===== src/rtl/mxn_pkg.sv =====
`timescale 1ns / 1ps
// ----------------------------------------------------------------------------
// mxn_pkg: shared types and constants of the mutual exclusion node
// Node count, field widths, event and message codes, and the need set builder.
// ----------------------------------------------------------------------------
package mxn_pkg;

  localparam int NODES    = 32;
  localparam int IDX_W    = $clog2(NODES);
  localparam int CNT_W    = $clog2(NODES + 1);
  localparam int NODE_W   = 6;
  localparam int NCOUNT_W = 7;
  localparam int STAMP_W  = 32;
  localparam int GRANT_W  = 7;
  localparam int CFG_IDX_W  = 2;
  localparam int CFG_DATA_W = 7;
  localparam int CQ_DEPTH = 4;
  localparam int CQ_PTR_W = $clog2(CQ_DEPTH);

  localparam logic [STAMP_W-1:0]  CLOCK_MAX = '1;
  localparam logic [GRANT_W-1:0]  GRANT_MAX = '1;
  localparam logic [NODE_W-1:0]   MY_NODE_RESET = '0;
  localparam logic [NCOUNT_W-1:0] NODE_COUNT_RESET = NCOUNT_W'(2);

  typedef enum logic [1:0] {
    OP_REQ  = 2'd0,
    OP_PERM = 2'd1,
    OP_WISH = 2'd2,
    OP_EXIT = 2'd3
  } op_t;

  typedef enum logic [1:0] {
    KIND_REQ   = 2'd0,
    KIND_PERM  = 2'd1,
    KIND_ENTER = 2'd2
  } kind_t;

  typedef enum logic [CFG_IDX_W-1:0] {
    REG_MY_NODE    = 2'd0,
    REG_NODE_COUNT = 2'd1
  } cfg_reg_t;

  typedef enum logic [1:0] {
    ENG_IDLE,
    ENG_WALK,
    ENG_REQ2
  } eng_state_t;

  typedef struct packed {
    logic [NODE_W-1:0]   my_node;
    logic [NCOUNT_W-1:0] node_count;
    logic                rebuild;
  } cfg_t;

  typedef struct packed {
    op_t                op;
    logic [IDX_W-1:0]   sender;
    logic [STAMP_W-1:0] stamp;
    logic [STAMP_W-1:0] stamp_next;
  } cmd_t;

  typedef struct packed {
    kind_t              kind;
    logic [NODE_W-1:0]  dest;
    logic [STAMP_W-1:0] req_clock;
    logic               last;
  } res_t;

  // Count clamped to 1..NODES.
  function automatic logic [NCOUNT_W-1:0] eff_count(input logic [NCOUNT_W-1:0] cnt);
    logic [NCOUNT_W-1:0] e;
    e = cnt;
    if (cnt > NCOUNT_W'(NODES)) e = NCOUNT_W'(NODES);
    if (cnt == '0) e = NCOUNT_W'(1);
    return e;
  endfunction

  // Every node below the effective count except this one.
  function automatic logic [NODES-1:0] need_mask(input logic [NODE_W-1:0] me,
                                                 input logic [NCOUNT_W-1:0] cnt);
    logic [NODES-1:0]    m;
    logic [NCOUNT_W-1:0] e;
    e = eff_count(cnt);
    for (int i = 0; i < NODES; i++) begin
      m[i] = (NCOUNT_W'(i) < e) && (NODE_W'(i) != me);
    end
    return m;
  endfunction

  function automatic logic [CNT_W-1:0] need_members(input logic [NODE_W-1:0] me,
                                                    input logic [NCOUNT_W-1:0] cnt);
    logic [NCOUNT_W-1:0] e;
    e = eff_count(cnt);
    if (NCOUNT_W'(me) < e) e = e - NCOUNT_W'(1);
    return CNT_W'(e);
  endfunction

endpackage


===== src/rtl/mxn_front.sv =====
`timescale 1ns / 1ps
// ----------------------------------------------------------------------------
// mxn_front: event intake and configuration registers
// Accepts events, drops those that can never act, and queues the rest.
// ----------------------------------------------------------------------------
module mxn_front (
  input  logic                           clk,
  input  logic                           rst_n,
  input  logic                           in_push,
  output logic                           in_full,
  input  logic [1:0]                     in_op,
  input  logic [mxn_pkg::NODE_W-1:0]     in_sender,
  input  logic [mxn_pkg::STAMP_W-1:0]    in_stamp,
  input  logic                           cfg_valid,
  output logic                           cfg_ready,
  input  logic [mxn_pkg::CFG_IDX_W-1:0]  cfg_index,
  input  logic [mxn_pkg::CFG_DATA_W-1:0] cfg_data,
  input  logic                           q_full,
  output logic                           q_push,
  output mxn_pkg::cmd_t                  q_cmd,
  output mxn_pkg::cfg_t                  cfg
);
  import mxn_pkg::*;

  logic [NODE_W-1:0]   my_node_r, my_node_nxt;
  logic [NCOUNT_W-1:0] node_count_r, node_count_nxt;
  logic                rebuild_r, rebuild_nxt;
  logic                accept, node_ok, sender_ok;

  assign cfg_ready = 1'b1;
  assign in_full   = q_full;
  assign accept    = in_push && !q_full;

  always_comb begin
    my_node_nxt    = my_node_r;
    node_count_nxt = node_count_r;
    rebuild_nxt    = 1'b0;
    if (cfg_valid) begin
      case (cfg_index)
        REG_MY_NODE: begin
          my_node_nxt = cfg_data[NODE_W-1:0];
          rebuild_nxt = 1'b1;
        end
        REG_NODE_COUNT: begin
          node_count_nxt = cfg_data[NCOUNT_W-1:0];
          rebuild_nxt    = 1'b1;
        end
        default: ;
      endcase
    end
  end

  always_ff @(posedge clk) begin
    if (!rst_n) begin
      my_node_r    <= MY_NODE_RESET;
      node_count_r <= NODE_COUNT_RESET;
      rebuild_r    <= 1'b0;
    end else begin
      my_node_r    <= my_node_nxt;
      node_count_r <= node_count_nxt;
      rebuild_r    <= rebuild_nxt;
    end
  end

  assign cfg = '{my_node: my_node_r, node_count: node_count_r, rebuild: rebuild_r};

  // A node number out of range silences the node; a request from an unknown
  // node or from this node itself is dropped.
  assign node_ok   = (NCOUNT_W'(my_node_r) < NCOUNT_W'(NODES));
  assign sender_ok = (NCOUNT_W'(in_sender) < NCOUNT_W'(NODES)) && (in_sender != my_node_r);

  assign q_push = accept && node_ok && ((op_t'(in_op) != OP_REQ) || sender_ok);

  always_comb begin
    q_cmd.op         = op_t'(in_op);
    q_cmd.sender     = in_sender[IDX_W-1:0];
    q_cmd.stamp      = in_stamp;
    q_cmd.stamp_next = (in_stamp == CLOCK_MAX) ? CLOCK_MAX : in_stamp + STAMP_W'(1);
  end

endmodule


===== src/rtl/mxn_cmd_queue.sv =====
`timescale 1ns / 1ps
// ----------------------------------------------------------------------------
// mxn_cmd_queue: short event queue between intake and engine
// A small flip-flop FIFO of classified events.
// ----------------------------------------------------------------------------
module mxn_cmd_queue (
  input  logic          clk,
  input  logic          rst_n,
  input  logic          push,
  input  mxn_pkg::cmd_t push_cmd,
  output logic          full,
  input  logic          pop,
  output mxn_pkg::cmd_t pop_cmd,
  output logic          empty
);
  import mxn_pkg::*;

  cmd_t                entry_r [CQ_DEPTH];
  logic [CQ_PTR_W-1:0] wr_ptr_r, wr_ptr_nxt, rd_ptr_r, rd_ptr_nxt;
  logic [CQ_PTR_W:0]   fill_r, fill_nxt;
  logic                do_push, do_pop;

  assign full    = (fill_r == (CQ_PTR_W+1)'(CQ_DEPTH));
  assign empty   = (fill_r == '0);
  assign do_push = push && !full;
  assign do_pop  = pop && !empty;
  assign pop_cmd = entry_r[rd_ptr_r];

  always_comb begin
    wr_ptr_nxt = do_push ? CQ_PTR_W'(wr_ptr_r + 1'b1) : wr_ptr_r;
    rd_ptr_nxt = do_pop  ? CQ_PTR_W'(rd_ptr_r + 1'b1) : rd_ptr_r;
    fill_nxt   = fill_r;
    if (do_push && !do_pop) fill_nxt = (CQ_PTR_W+1)'(fill_r + 1'b1);
    if (do_pop && !do_push) fill_nxt = (CQ_PTR_W+1)'(fill_r - 1'b1);
  end

  always_ff @(posedge clk) begin
    if (!rst_n) begin
      wr_ptr_r <= '0;
      rd_ptr_r <= '0;
      fill_r   <= '0;
    end else begin
      wr_ptr_r <= wr_ptr_nxt;
      rd_ptr_r <= rd_ptr_nxt;
      fill_r   <= fill_nxt;
    end
  end

  always_ff @(posedge clk) begin
    if (do_push) begin
      entry_r[wr_ptr_r] <= push_cmd;
    end
  end

endmodule


===== src/rtl/mxn_engine.sv =====
`timescale 1ns / 1ps
// ----------------------------------------------------------------------------
// mxn_engine: protocol state and message sequencer
// Applies one event at a time and walks node bitmaps one node per cycle, holding on a set bit while output is full.
// ----------------------------------------------------------------------------
module mxn_engine (
  input  logic          clk,
  input  logic          rst_n,
  input  mxn_pkg::cfg_t cfg,
  input  logic          cmd_avail,
  input  mxn_pkg::cmd_t cmd,
  output logic          cmd_pop,
  output logic          res_valid,
  output mxn_pkg::res_t res,
  input  logic          res_pop
);
  import mxn_pkg::*;

  eng_state_t         state_r, state_nxt;
  logic [STAMP_W-1:0] local_clock_r, local_clock_nxt;
  logic [STAMP_W-1:0] own_stamp_r, own_stamp_nxt;
  logic [GRANT_W-1:0] grant_r, grant_nxt;
  logic [NODES-1:0]   need_r, need_nxt, defer_r, defer_nxt;
  logic [CNT_W-1:0]   need_cnt_r, need_cnt_nxt, defer_cnt_r, defer_cnt_nxt;
  logic               may_wish_r, may_wish_nxt, inside_r, inside_nxt;
  logic [NODES-1:0]   walk_set_r, walk_set_nxt, walk_rest;
  logic [IDX_W-1:0]   walk_idx_r, walk_idx_nxt;
  kind_t              walk_kind_r, walk_kind_nxt;
  logic [IDX_W-1:0]   req_dest_r, req_dest_nxt;
  logic               out_valid_r, out_valid_nxt;
  res_t               out_r, out_nxt;

  logic               out_free, emit, theirs_first;
  res_t               emit_res;
  logic [NODES-1:0]   sbit, walk_bit;
  logic [GRANT_W-1:0] grant_inc;

  assign out_free  = !out_valid_r || res_pop;
  assign sbit      = {{(NODES-1){1'b0}}, 1'b1} << cmd.sender;
  assign walk_bit  = {{(NODES-1){1'b0}}, 1'b1} << walk_idx_r;
  assign walk_rest = walk_set_r & ~walk_bit;
  assign grant_inc = (grant_r == GRANT_MAX) ? grant_r : GRANT_W'(grant_r + 1'b1);
  assign theirs_first = (cmd.stamp < own_stamp_r) ||
                        ((cmd.stamp == own_stamp_r) && (NODE_W'(cmd.sender) < cfg.my_node));

  always_comb begin
    state_nxt       = state_r;
    local_clock_nxt = local_clock_r;
    own_stamp_nxt   = own_stamp_r;
    grant_nxt       = grant_r;
    need_nxt        = need_r;
    need_cnt_nxt    = need_cnt_r;
    defer_nxt       = defer_r;
    defer_cnt_nxt   = defer_cnt_r;
    may_wish_nxt    = may_wish_r;
    inside_nxt      = inside_r;
    walk_set_nxt    = walk_set_r;
    walk_idx_nxt    = walk_idx_r;
    walk_kind_nxt   = walk_kind_r;
    req_dest_nxt    = req_dest_r;
    cmd_pop         = 1'b0;
    emit            = 1'b0;
    emit_res        = '{kind: KIND_ENTER, dest: cfg.my_node, req_clock: '0, last: 1'b1};

    case (state_r)
      ENG_IDLE: begin
        if (cmd_avail && out_free) begin
          cmd_pop = 1'b1;
          case (cmd.op)
            OP_REQ: begin
              if (cmd.stamp_next > local_clock_r) local_clock_nxt = cmd.stamp_next;
              if (inside_r || ((own_stamp_r != '0) && !theirs_first)) begin
                defer_nxt = defer_r | sbit;
                if ((defer_r & sbit) == '0) defer_cnt_nxt = CNT_W'(defer_cnt_r + 1'b1);
              end else begin
                emit     = 1'b1;
                emit_res = '{kind: KIND_PERM, dest: NODE_W'(cmd.sender), req_clock: '0,
                             last: (own_stamp_r == '0)};
                need_nxt = need_r | sbit;
                if ((need_r & sbit) == '0) need_cnt_nxt = CNT_W'(need_cnt_r + 1'b1);
                if (own_stamp_r != '0) begin
                  req_dest_nxt = cmd.sender;
                  state_nxt    = ENG_REQ2;
                end
              end
            end
            OP_PERM: begin
              if (!may_wish_r && !inside_r) begin
                grant_nxt = grant_inc;
                if (grant_inc == GRANT_W'(need_cnt_r)) begin
                  inside_nxt = 1'b1;
                  emit       = 1'b1;
                end
              end
            end
            OP_WISH: begin
              if (may_wish_r && !inside_r) begin
                may_wish_nxt = 1'b0;
                if (need_cnt_r == '0) begin
                  inside_nxt = 1'b1;
                  emit       = 1'b1;
                end else begin
                  own_stamp_nxt = local_clock_r;
                  grant_nxt     = '0;
                  walk_set_nxt  = need_r;
                  walk_idx_nxt  = '0;
                  walk_kind_nxt = KIND_REQ;
                  state_nxt     = ENG_WALK;
                end
              end
            end
            OP_EXIT: begin
              if (inside_r) begin
                own_stamp_nxt = '0;
                need_nxt      = defer_r;
                need_cnt_nxt  = defer_cnt_r;
                defer_nxt     = '0;
                defer_cnt_nxt = '0;
                may_wish_nxt  = 1'b1;
                inside_nxt    = 1'b0;
                if (defer_cnt_r != '0) begin
                  walk_set_nxt  = defer_r;
                  walk_idx_nxt  = '0;
                  walk_kind_nxt = KIND_PERM;
                  state_nxt     = ENG_WALK;
                end
              end
            end
            default: ;
          endcase
        end
      end
      ENG_WALK: begin
        if (walk_set_r[walk_idx_r]) begin
          if (out_free) begin
            emit         = 1'b1;
            emit_res     = '{kind: walk_kind_r, dest: NODE_W'(walk_idx_r),
                             req_clock: (walk_kind_r == KIND_REQ) ? own_stamp_r : '0,
                             last: (walk_rest == '0)};
            walk_set_nxt = walk_rest;
            walk_idx_nxt = IDX_W'(walk_idx_r + 1'b1);
            if (walk_rest == '0) state_nxt = ENG_IDLE;
          end
        end else begin
          walk_idx_nxt = IDX_W'(walk_idx_r + 1'b1);
        end
      end
      ENG_REQ2: begin
        if (out_free) begin
          emit      = 1'b1;
          emit_res  = '{kind: KIND_REQ, dest: NODE_W'(req_dest_r), req_clock: own_stamp_r,
                        last: 1'b1};
          state_nxt = ENG_IDLE;
        end
      end
      default: state_nxt = ENG_IDLE;
    endcase

    // A register write rebuilds the need set; the user must write only when idle, the engine does not enforce it.
    if (cfg.rebuild) begin
      need_nxt     = need_mask(cfg.my_node, cfg.node_count);
      need_cnt_nxt = need_members(cfg.my_node, cfg.node_count);
    end

    out_valid_nxt = out_valid_r && !res_pop;
    out_nxt       = out_r;
    if (emit) begin
      out_valid_nxt = 1'b1;
      out_nxt       = emit_res;
    end
  end

  always_ff @(posedge clk) begin
    if (!rst_n) begin
      state_r       <= ENG_IDLE;
      local_clock_r <= STAMP_W'(1);
      own_stamp_r   <= '0;
      grant_r       <= '0;
      need_r        <= need_mask(MY_NODE_RESET, NODE_COUNT_RESET);
      need_cnt_r    <= need_members(MY_NODE_RESET, NODE_COUNT_RESET);
      defer_r       <= '0;
      defer_cnt_r   <= '0;
      may_wish_r    <= 1'b1;
      inside_r      <= 1'b0;
      out_valid_r   <= 1'b0;
    end else begin
      state_r       <= state_nxt;
      local_clock_r <= local_clock_nxt;
      own_stamp_r   <= own_stamp_nxt;
      grant_r       <= grant_nxt;
      need_r        <= need_nxt;
      need_cnt_r    <= need_cnt_nxt;
      defer_r       <= defer_nxt;
      defer_cnt_r   <= defer_cnt_nxt;
      may_wish_r    <= may_wish_nxt;
      inside_r      <= inside_nxt;
      out_valid_r   <= out_valid_nxt;
    end
  end

  always_ff @(posedge clk) begin
    walk_set_r  <= walk_set_nxt;
    walk_idx_r  <= walk_idx_nxt;
    walk_kind_r <= walk_kind_nxt;
    req_dest_r  <= req_dest_nxt;
    out_r       <= out_nxt;
  end

  assign res_valid = out_valid_r;
  assign res       = out_r;

endmodule


===== src/rtl/mutual_exclusion_node.sv =====
`timescale 1ns / 1ps
// ----------------------------------------------------------------------------
// mutual_exclusion_node: one node of permission-reusing mutual exclusion
// Turns received requests, permissions, wishes and exits into outgoing
// request and permission words and an enter signal.
// ----------------------------------------------------------------------------
// Usage:
//   Events enter through a queue-style port: a word is taken at a clock edge
//   where in_push is high and in_full is low. Result words leave the same
//   way: the oldest word sits on the out_ ports while out_empty is low and is
//   taken when out_pop is high. out_last marks the final word of an event.
//   Configuration words (cfg_index 0 own node number, 1 node count) are taken
//   whenever cfg_valid is high; cfg_ready is always high. Write only while
//   the node is quiet.
// Timing:
//   A single-word result reaches the out_ ports through the event queue and
//   then the engine's output register. A wish or exit walks the node bitmap
//   one node per cycle up to the highest set bit, holding on a set bit while
//   the output register is full, and sends one word per set bit. A request
//   granted while this node is itself requesting sends a permission word and
//   then a request word. The bitmap walk sets the sustained rate.
// Reset and stalls:
//   Reset clears both queues and restores the clock, sets and configuration.
//   When the receiver holds off, the engine stalls on its output register,
//   while the four-entry event queue keeps taking words until it fills.
// ----------------------------------------------------------------------------
module mutual_exclusion_node (
  input  logic                           clk,
  input  logic                           rst_n,
  input  logic                           in_push,
  output logic                           in_full,
  input  logic [1:0]                     in_op,
  input  logic [mxn_pkg::NODE_W-1:0]     in_sender,
  input  logic [mxn_pkg::STAMP_W-1:0]    in_stamp,
  output logic                           out_empty,
  input  logic                           out_pop,
  output logic [1:0]                     out_kind,
  output logic [mxn_pkg::NODE_W-1:0]     out_dest,
  output logic [mxn_pkg::STAMP_W-1:0]    out_req_clock,
  output logic                           out_last,
  input  logic                           cfg_valid,
  output logic                           cfg_ready,
  input  logic [mxn_pkg::CFG_IDX_W-1:0]  cfg_index,
  input  logic [mxn_pkg::CFG_DATA_W-1:0] cfg_data
);
  import mxn_pkg::*;

  cfg_t cfg;
  cmd_t push_cmd, head_cmd;
  res_t res;
  logic q_push, q_full, q_pop, q_empty, res_valid;

  // Intake: configuration registers and dropping of events that never act.
  mxn_front u_front (
    .clk       (clk),
    .rst_n     (rst_n),
    .in_push   (in_push),
    .in_full   (in_full),
    .in_op     (in_op),
    .in_sender (in_sender),
    .in_stamp  (in_stamp),
    .cfg_valid (cfg_valid),
    .cfg_ready (cfg_ready),
    .cfg_index (cfg_index),
    .cfg_data  (cfg_data),
    .q_full    (q_full),
    .q_push    (q_push),
    .q_cmd     (push_cmd),
    .cfg       (cfg)
  );

  // The queue lets intake keep going while the engine walks a bitmap.
  mxn_cmd_queue u_queue (
    .clk      (clk),
    .rst_n    (rst_n),
    .push     (q_push),
    .push_cmd (push_cmd),
    .full     (q_full),
    .pop      (q_pop),
    .pop_cmd  (head_cmd),
    .empty    (q_empty)
  );

  // The engine owns all protocol state and the output register.
  mxn_engine u_engine (
    .clk       (clk),
    .rst_n     (rst_n),
    .cfg       (cfg),
    .cmd_avail (!q_empty),
    .cmd       (head_cmd),
    .cmd_pop   (q_pop),
    .res_valid (res_valid),
    .res       (res),
    .res_pop   (out_pop)
  );

  assign out_empty     = !res_valid;
  assign out_kind      = res.kind;
  assign out_dest      = res.dest;
  assign out_req_clock = res.req_clock;
  assign out_last      = res.last;

endmodule


===== config.mk =====
export PLATFORM = sky130hd
export DESIGN_NAME = mutual_exclusion_node
export DESIGN_NICKNAME = d
export VERILOG_FILES = /design/src/rtl/mxn_pkg.sv /design/src/rtl/mxn_front.sv /design/src/rtl/mxn_cmd_queue.sv /design/src/rtl/mxn_engine.sv /design/src/rtl/mutual_exclusion_node.sv
export SDC_FILE = /design/constraint.sdc
export NUM_CORES = 1
export LEC_CHECK = 0
export ABC_AREA = 1
export CORE_ASPECT_RATIO = 0.7
export CORE_MARGIN = 1
export CORE_UTILIZATION = 55
export DETAILED_ROUTE_END_ITERATION = 7
export DONT_BUFFER_PORTS = 1
export PLACE_DENSITY_LB_ADDON = 0.15
export SYNTH_ARGS = -nofsm -noshare
export SYNTH_HDL_FRONTEND = slang
export SYNTH_SLANG_ARGS = --single-unit

===== constraint.sdc =====
create_clock -name clk -period 4.85 [get_ports clk]
set_clock_uncertainty 0.2 [all_clocks]
set_input_delay 0.97 -clock clk [delete_from_list [all_inputs] [get_ports clk]]
set_output_delay 0.97 -clock clk [all_outputs]
set_load 0.05 [all_outputs]

==> flow_summary.toml <==
[timing]
fin_crit_ns = 4.40
hold_viol = 0
fmax_ghz = 0.227
tightest_slew_ns = 1.24
grt_setup_unrepaired = "false"
fin_ws_ns = 0.452
setup_viol = 0
max_slew_margin_pct = 16.6
drv_slew = 0
fin_crit_sh_pct = 90.7

[cells_and_area]
diodes = 0
area_growth_pct = 8.65
design_area_um2 = 29400
nets = 3108
fin_cells = 3659
final_cell_mix = "449 x nand2_1, 368 x edfxtp_1, 348 x nor2_1"
final_common_cell = "nand2_1"
final_layout_size_suffix_gt1_share_pct = 6.42

[floorplanning]
dieArea_um2 = 50100
rows = 67
die_h_um = 188
ios = 98
design.core.area_um2 = 48200
die_width_um = 267
initial_core_util_pct = 56.1

[power]
p_sw_uw = 9050
internal-power_uw = 10900
power.total_uw = 20000
p_leak_uw = 0.0109
pwr-share-clk_pct = 21.5
p_per_area_nw_per_um2 = 680
vdd_drop_max_mv = 0.401
seq_power_share_pct = 36.6
switching_share_pct = 45.3
pwr-share-comb_pct = 41.9

[global_route]
grt_usage_pct = 31.8
antenna_found_initial = 1
grt_overflow = 0
grt_max_degree = 84
grt_pass1_vias = 20300
grt_pass1_wl_um = 122000

[detailed_routing]
drtIter0Drc = 3115
drcViolationCount = 0
vias_per_cell = 6.16
ant_nets = 0
vias = 22500
firstDrtPassIters = 8
wl_um = 80000
wire_per_inst_um = 21.9

[clock_network]
cts-root-buf = "clkbuf_16"
htree_levels = 2
cts_resized = 0
cts_made_buffers = 51
clockBufferDepth = 3
clock-sinks = 543
cts_setup_buffers = 0
hold_buffers = 0
cts_tree = "yes"
clk_latency_ns = 0.60
path_clk_slew_ns = 0.07

[synth]
syn_area_um2 = 27000
synth.distinct_cells = 55
async_flop_share_pct = 0
yosysWarnings = 0
yosysSeqAreaShare_pct = 53.8
ys.flop_type = "edfxtp_1"
ys_seq_elements = 543
synth_edf_count = 368
syn_inst = 3028
synth_nets = 3174
synth.avg_cell_area_um2 = 8.93

[critical_path]
cp_data_arrival_time_ns = 4.47
crit_path_max_fanout = 42
path_class = "reg2reg"
critPathRequiredTime_ns = 4.93
cp-end-kind = "register"
start_kind = "register"

[placed_design]
dp_cells = 3564
placed_cell_area_um2 = 27600
port_buffers = 0
gp_congestion = 0.955
dp_slack_ns = 0.555
hpwl_um = 55100

[hold_path]
hold_class = "in2reg"

[run_status]
status = "finished clean"

[flow_run]
drv_cap = 0
## worst paths after layout
| path | startpoint | slack [ns] | cells past startpoint | to |
|---|---|---|---|---|
| max reg2reg | register | 0.45 | 18 | u_engine.res[17] |
| min reg2reg | u_front.node_count_r[6] | 0.27 | 2 | u_front.node_count_r[6] |
| max | register | 0.45 | 18 | u_engine.res[17] |
| min | in_stamp[21] | 0.26 | 0 | u_queue.entry_r[3][53] |
## cells in the mapped netlist (8+ instances only)
cell | number | area share [%]
nor3_1 | 23 | 0.43
edfxtp_1 | 368 | 41
a22o_1 | 10 | 0.32
clkbuf_1 | 98 | 1.4
nor2_2 | 10 | 0.23
ha_1 | 91 | 4.2
inv_1 | 285 | 4.0
buf_1 | 8 | 0.11
a32oi_1 | 36 | 1.2
a211oi_1 | 8 | 0.22
o211ai_1 | 10 | 0.28
buf_4 | 18 | 0.50
xnor2_1 | 10 | 0.32
buf_2 | 38 | 0.70
o21ai_1 | 36 | 0.67
nand3_1 | 194 | 3.6
o22ai_1 | 72 | 1.7
xor2_1 | 20 | 0.65
inv_2 | 10 | 0.14
a31oi_1 | 40 | 0.93
nor4_1 | 13 | 0.30
a21oi_1 | 223 | 4.1
nand2_1 | 451 | 6.3
nor2_1 | 354 | 4.9
o21ai_0 | 268 | 5.0
nand2_2 | 10 | 0.23
nand4_1 | 94 | 2.2
dfxtp_1 | 175 | 13
## flip-flops by register name, indices dropped and copies added, names as in the netlist, 2 cells and up, named ones only
signal,count
u_queue.rd_ptr_r,2
u_front.my_node_r,6
u_engine.need_r,32
u_queue.wr_ptr_r,2
u_engine.defer_cnt_r,6
u_engine.res,41
u_engine.walk_idx_r,5
u_engine.req_dest_r,5
u_engine.walk_set_r,32
u_engine.defer_r,32
u_engine.grant_r,7
u_engine.state_r,2
u_queue.entry_r,284
u_engine.own_stamp_r,32
u_queue.fill_r,3
u_engine.need_cnt_r,6
u_front.node_count_r,7
u_engine.local_clock_r,32
## cell type report
| class | instances | area, um2 |
|---|---|---|
| clock buffers | 69 | 1450 |
| clock inverters | 26 | 347 |
| fillers | 4038 | 18800 |
| inverters | 298 | 1120 |
| multi-input cells | 2023 | 10700 |
| flip-flops and latches | 543 | 14600 |
| well taps | 655 | 820 |
| repair buffers | 45 | 400 |
## per-stage QoR
step	setup TNS (ns)	util (%)	hold WS [ns]
3_5_place_dp	0	57.2	0.259
3_3_place_gp	0	57.2	0.258
4_1_cts	0	61.0	0.238
2_1_floorplan	-91.61	-	0.244
6_report	0	61.0	0.259
5_1_grt	0	61.0	0.227
## logic make-up after synthesis
| logic type | count (synthesis) | synth area share (%) |
|---|---|---|
| AOI/OAI and AO/OA | 730 | 15.2 |
| xor gates and xnor gates | 30 | 0.971 |
| buffers and inverters | 462 | 6.90 |
| DFF | 543 | 53.8 |
| and+or+nand+nor | 1166 | 18.7 |
| muxes | 4 | 0.148 |
| other | 1 | 0.0139 |
| adders and majority gates | 92 | 4.28 |
## power groups by stage
stage / Combinational, uW / Sequential (uW) / Clock (uW)
CTS: 8110 / 7300 / 4320
finish: 8360 / 7320 / 4290
detailed placement: 8070 / 7390 / 0
global placement: 7890 / 7380 / 0
floorplan: 5720 / 7140 / 0
global route: 9160 / 7410 / 4510
## layer usage
| metal | wire length [um] | GRT usage [%] |
|---|---|---|
| met2 | 31600 | 41.9 |
| met3 | 10400 | 8.90 |
| met5 | 10 | 0 |
| met4 | 1140 | 6.06 |
| met1 | 36900 | 51.2 |
## critical path: stages, from the launching register on
cell and delay, ns:
dfxtp_4 0.57, inv_4 0.25, buf_4 0.28, o21ai_0 0.16, o22ai_1 0.10, ha_1 0.34
nand4_1 0.16, nor2_1 0.51, nand3_1 0.14, nor2_1 0.13, a21oi_1 0.08, nand2_1 0.15
nand2_2 0.11, inv_2 0.09, nand2_1 0.06, nand2_1 0.06, nand2_1 0.07, nand2_2 0.23
buf_12 0.29
Note: power is estimated with default switching activity, not from simulation.
